[src/design/pts_pkg.sv]
package pts_pkg;

  localparam int SLOT_COUNT = 64;
  localparam int IdxW = $clog2(SLOT_COUNT);
  localparam int CntW = IdxW + 1;

  localparam logic [1:0] PolicyRr    = 2'd0;
  localparam logic [1:0] PolicyFcfs  = 2'd1;
  localparam logic [1:0] PolicyPrio  = 2'd2;
  // spare encoding, behaves as dynamic priority
  localparam logic [1:0] PolicySpare = 2'd3;

  localparam logic CfgPolicy  = 1'b0;
  localparam logic CfgDefPrio = 1'b1;

  localparam logic [1:0] PolicyReset  = 2'd2;
  localparam logic [6:0] DefPrioReset = 7'd60;
  localparam logic [6:0] PrioMax      = 7'd100;
  localparam logic [3:0] NiceIdle     = 4'd5;

  typedef enum logic [2:0] {
    CMD_CREATE = 3'd0,
    CMD_TICK   = 3'd1,
    CMD_PICK   = 3'd2,
    CMD_SLEEP  = 3'd3,
    CMD_WAKE   = 3'd4,
    CMD_SETP   = 3'd5,
    CMD_YIELD  = 3'd6,
    CMD_FREE   = 3'd7
  } cmd_e;

  typedef enum logic [1:0] {
    ST_UNUSED   = 2'd0,
    ST_RUNNABLE = 2'd1,
    ST_RUNNING  = 2'd2,
    ST_SLEEPING = 2'd3
  } status_e;

  typedef enum logic [3:0] {
    OP_NONE, OP_LATCH, OP_INIT, OP_READ, OP_EVAL, OP_DIV, OP_CMP,
    OP_FREAD, OP_FWRITE, OP_RESULT
  } dp_op_e;

  typedef enum logic [3:0] {
    S_IDLE, S_INIT, S_READ, S_EVAL, S_DIV, S_CMP, S_FREAD, S_FWRITE, S_DONE
  } state_e;

  typedef struct packed {
    status_e     status;
    logic [6:0]  static_prio;
    logic [31:0] run_ticks;
    logic [31:0] sleep_ticks;
    logic [31:0] sleep_start;
    logic [31:0] times_picked;
    logic [31:0] created_at;
    logic [7:0]  wait_channel;
  } slot_rec_t;

  typedef struct packed {
    logic need_div;
    logic stop;
    logic last;
    logic fin;
    logic div_done;
    logic out_busy;
  } dp_stat_t;

endpackage

[src/design/pts_ctrl.sv]
module pts_ctrl (
  input  logic              clk_i,
  input  logic              rst_ni,
  input  logic              in_valid_i,
  output logic              in_ready_o,
  input  pts_pkg::dp_stat_t stat_i,
  output pts_pkg::dp_op_e   op_o
);

  pts_pkg::state_e state_q, state_d;

  always_ff @(posedge clk_i or negedge rst_ni) begin
    if (!rst_ni) begin
      state_q <= pts_pkg::S_IDLE;
    end else begin
      state_q <= state_d;
    end
  end

  always_comb begin
    state_d = state_q;
    case (state_q)
      pts_pkg::S_IDLE:   if (in_valid_i) state_d = pts_pkg::S_INIT;
      pts_pkg::S_INIT:   state_d = pts_pkg::S_READ;
      pts_pkg::S_READ:   state_d = pts_pkg::S_EVAL;
      pts_pkg::S_EVAL: begin
        if (stat_i.need_div) state_d = pts_pkg::S_DIV;
        else if (stat_i.stop || stat_i.last)
          state_d = stat_i.fin ? pts_pkg::S_FREAD : pts_pkg::S_DONE;
        else state_d = pts_pkg::S_READ;
      end
      pts_pkg::S_DIV:    if (stat_i.div_done) state_d = pts_pkg::S_CMP;
      pts_pkg::S_CMP: begin
        if (stat_i.last) state_d = stat_i.fin ? pts_pkg::S_FREAD : pts_pkg::S_DONE;
        else state_d = pts_pkg::S_READ;
      end
      pts_pkg::S_FREAD:  state_d = pts_pkg::S_FWRITE;
      pts_pkg::S_FWRITE: state_d = pts_pkg::S_DONE;
      pts_pkg::S_DONE:   if (!stat_i.out_busy) state_d = pts_pkg::S_IDLE;
      default:           state_d = pts_pkg::S_IDLE;
    endcase
  end

  always_comb begin
    in_ready_o = 1'b0;
    op_o       = pts_pkg::OP_NONE;
    case (state_q)
      pts_pkg::S_IDLE: begin
        in_ready_o = 1'b1;
        if (in_valid_i) op_o = pts_pkg::OP_LATCH;
      end
      pts_pkg::S_INIT:   op_o = pts_pkg::OP_INIT;
      pts_pkg::S_READ:   op_o = pts_pkg::OP_READ;
      pts_pkg::S_EVAL:   op_o = pts_pkg::OP_EVAL;
      pts_pkg::S_DIV:    op_o = pts_pkg::OP_DIV;
      pts_pkg::S_CMP:    op_o = pts_pkg::OP_CMP;
      pts_pkg::S_FREAD:  op_o = pts_pkg::OP_FREAD;
      pts_pkg::S_FWRITE: op_o = pts_pkg::OP_FWRITE;
      pts_pkg::S_DONE:   if (!stat_i.out_busy) op_o = pts_pkg::OP_RESULT;
      default:           op_o = pts_pkg::OP_NONE;
    endcase
  end

endmodule

[config.mk]
export PLATFORM = sky130hd
export DESIGN_NAME = pts_ctrl
export DESIGN_NICKNAME = d
export VERILOG_FILES = /design/src/design/pts_pkg.sv /design/src/design/pts_ctrl.sv
export SDC_FILE = /design/constraint.sdc
export NUM_CORES = 1
export LEC_CHECK = 0
export BUFFER_PORTS_ARGS = -buffer_cell sky130_fd_sc_hd__buf_4
export CAP_MARGIN = 10
export CORE_AREA = 8 8 45 47
export CTS_BUF_LIST = sky130_fd_sc_hd__clkbuf_16
export DETAILED_ROUTE_END_ITERATION = 12
export DIE_AREA = 0 0 53 55
export GPL_TIMING_DRIVEN = 0
export SLEW_MARGIN = 30
export SYNTH_ARGS = -nofsm -noshare
export SYNTH_HDL_FRONTEND = slang
export SYNTH_SLANG_ARGS = --single-unit
export TNS_END_PERCENT = 5
[constraint.sdc]
create_clock -name clk_i -period 1.3 [get_ports clk_i]
set_input_delay 0.065 -clock clk_i [delete_from_list [all_inputs] [get_ports clk_i]]
set_output_delay 0.065 -clock clk_i [all_outputs]
set_load 0.1 [all_outputs]
==> impl_metrics.ini <==
[hold_path]
hp-class = in2reg

[placement]
gp_congestion = 0.761
placed_area_sq_um = 513
port_buffers = 13
hpwl_um = 739
post-place-ws_ns = -0.219

[yosys]
seq_area_frac_synth_pct = 28.9
synth_top_family_by_area = simple AND/OR/NAND/NOR gates
netlist.area_leader.share_pct = 28.9
synthXorXnorAreaFrac_pct = 5.05
synth-simple-area-share_pct = 37.9
avgSynthCellArea_sq_um = 8.06
syn_area_sq_um = 347
yosys_warnings = 0
ys_types = 26
synth_adder_area_share_pct = 0
synthesis.nets = 52
yosys.area.top_type = dfrtp_1
synth_compound_area_share_pct = 21.3
ys_ff_latch = 4
syn_inst = 43
synthMuxAreaShare_pct = 0
ys_top_cells_by_area = dfrtp_1, nand4bb_1, buf_2

[finish]
nFillCells = 125
final_cell_mix = buf_4, dfrtp_1
drive_above_1_share_pct = 43.3
top_register = state_q
final_util_pct = 47.1
diodes = 0
multi_input_comb_area_sq_um = 259
area_delta_synth_final_pct = 88.1
reg_top3 = state_q x4
regArea_sq_um = 100
finalInstanceArea_sq_um = 652
final_common_cell = buf_4
final_net_count = 71
largest_reg_flops = 4

[clock_tree]
cts_tree = built
cts.htree.levels = 1
cts_buffer_depth = 2
path_clk_slew_ns = 0.03
cts.sinks = 4
clockRootBuffer = clkbuf_16
clock_latency_ns = 0.22
cts_buffers = 3

[global_routing]
grt_max_degree = 11
grt_pass1_vias = 368
antenna_found_initial = 0
grtUsageTotal_pct = 6.96
grt-ovfl-total = 0
grt_pass1_wl_um = 1480

[die]
die_area_sq_um = 2920
initial_utilization_pct = 25.0
die_x_um = 53
num_rows = 14
core_region_area_sq_um = 1380
io_pins = 14
die_h_um = 55

[setup_path]
cp-end-kind = output port
max_stage_delay_ns = 0.39
crit_slowest_cell = dfrtp_1
path_buf_inv = 1
cp.required_ns = 1.24
cp-start-kind = register
crit_family = simple AND/OR/NAND/NOR gates
cp.arrival_ns = 1.61
path_max_fanout = 3
crit_chain = or3b_1 > or3_1 > o21ai_2 > buf_12
critPathKind = reg2out

[status]
violations = negative setup slack
status = finished with violations

[drt]
viasPerCell = 4.93
antenna_left = 0
drc = 0
wl_per_cell_um = 12.5
drtIter0Drc = 8
routed_wl_um = 952
vias = 375
dr.pass1.iters = 4

[flow_run]
maxCapViolations = 0

[sta]
finalClockSkew_ns = 0.000699
slew_headroom_pct = 80.9
hold_viol = 0
tightest_slew_ns = 0.283
rsz0062_at_grt = true
fin_ws_ns = -0.372
finalCriticalPeriod_ns = 1.67
slew_violations = 0
fin_crit_sh_pct = 129
clock.fmax_mhz = 598
setup_viol = 5
==> cells in the mapped netlist <==
library cell	n
a211oi_1	1
o22a_1	1
nor3_1	2
or3_1	2
o41ai_1	1
o21bai_1	1
xnor2_1	1
nand4bb_1	2
nor4_1	1
o21ai_0	1
xor2_1	1
a21oi_1	3
nor2b_1	2
nor2_1	5
nand2_1	1
o31a_1	1
nand2b_1	1
nand4b_1	1
or2_2	1
inv_1	1
o211ai_1	1
buf_2	4
o21ai_1	1
nand3b_1	2
or3b_1	1
dfrtp_1	4
==> metrics by stage <==
step | hold WS [ns] | instances | setup TNS [ns]
3_3_place_gp | -0.139 | 72 | -0.363
3_5_place_dp | -0.138 | 72 | -0.383
4_1_cts | 0.167 | 76 | -0.885
6_report | 0.164 | 76 | -0.879
2_1_floorplan | -0.231 | 43 | -1.18
5_1_grt | 0.186 | 76 | -1.11
==> routing by layer <==
metal  vias to the layer above  track usage, %  wire, um
met5                         -               0         0
met4                         0            6.47        21
met3                         2            2.41        88
met2                        13            11.5       442
met1                       168            6.73       400
li1                        192               -         -
==> worst register-to-register path: cells and delay by family, from the launching register on <==
family	cells	cell delay [ns]
AND/OR/NAND/NOR	1	0.19
flip-flops	1	0.37
AO/OA/AOI/OAI	2	0.31
buffers and inverters	1	0.18
==> kinds of logic after synthesis <==
family	after synthesis
XOR/XNOR	2
AND/OR/NAND/NOR	21
flip-flops	4
AO/OA/AOI/OAI	11
buffers and inverters	5
==> path summary, 6_finish.rpt <==
path | from | to | slack [ns] | cells past startpoint
max | state_q[2]$_DFFE_PN0P_ | op_o[3] | -0.37 | 4
min | stat_i[5] | state_q[3]$_DFFE_PN0P_ | 0.16 | 3
max reg2reg | state_q[3]$_DFFE_PN0P_ | state_q[1]$_DFFE_PN0P_ | 0.13 | 4
min reg2reg | state_q[0]$_DFFE_PN0P_ | state_q[0]$_DFFE_PN0P_ | 0.65 | 2
max in group asynchronous | rst_ni | state_q[3]$_DFFE_PN0P_ | 1.02 | 2
min in group asynchronous | rst_ni | state_q[2]$_DFFE_PN0P_ | 0.18 | 2
==> repair_timing <==
| action | CTS | global route |
|---|---|---|
| setup buffers | 0 | 0 |
| gates resized for setup | 13 | 2 |
| pin swaps | 1 | 0 |
| gates cloned | 0 | 0 |
| setup endpoints to repair | 5 | 6 |
| hold buffers | 1 | 0 |
| endpoints found under the hold margin | 4 | 0 |
==> layout make-up <==
cell class | instances | share of cell area, %
timing repair buffer | 14 | 24.0
tap | 16 | 3.07
clock buffer | 3 | 11.5
multi-input combinational | 34 | 39.7
buffer | 4 | 5.76
sequential | 4 | 15.4
inverter | 1 | 0.576
Power is not shown: default switching activity piles up to over one toggle a cycle in this logic, so the estimate is an artifact.
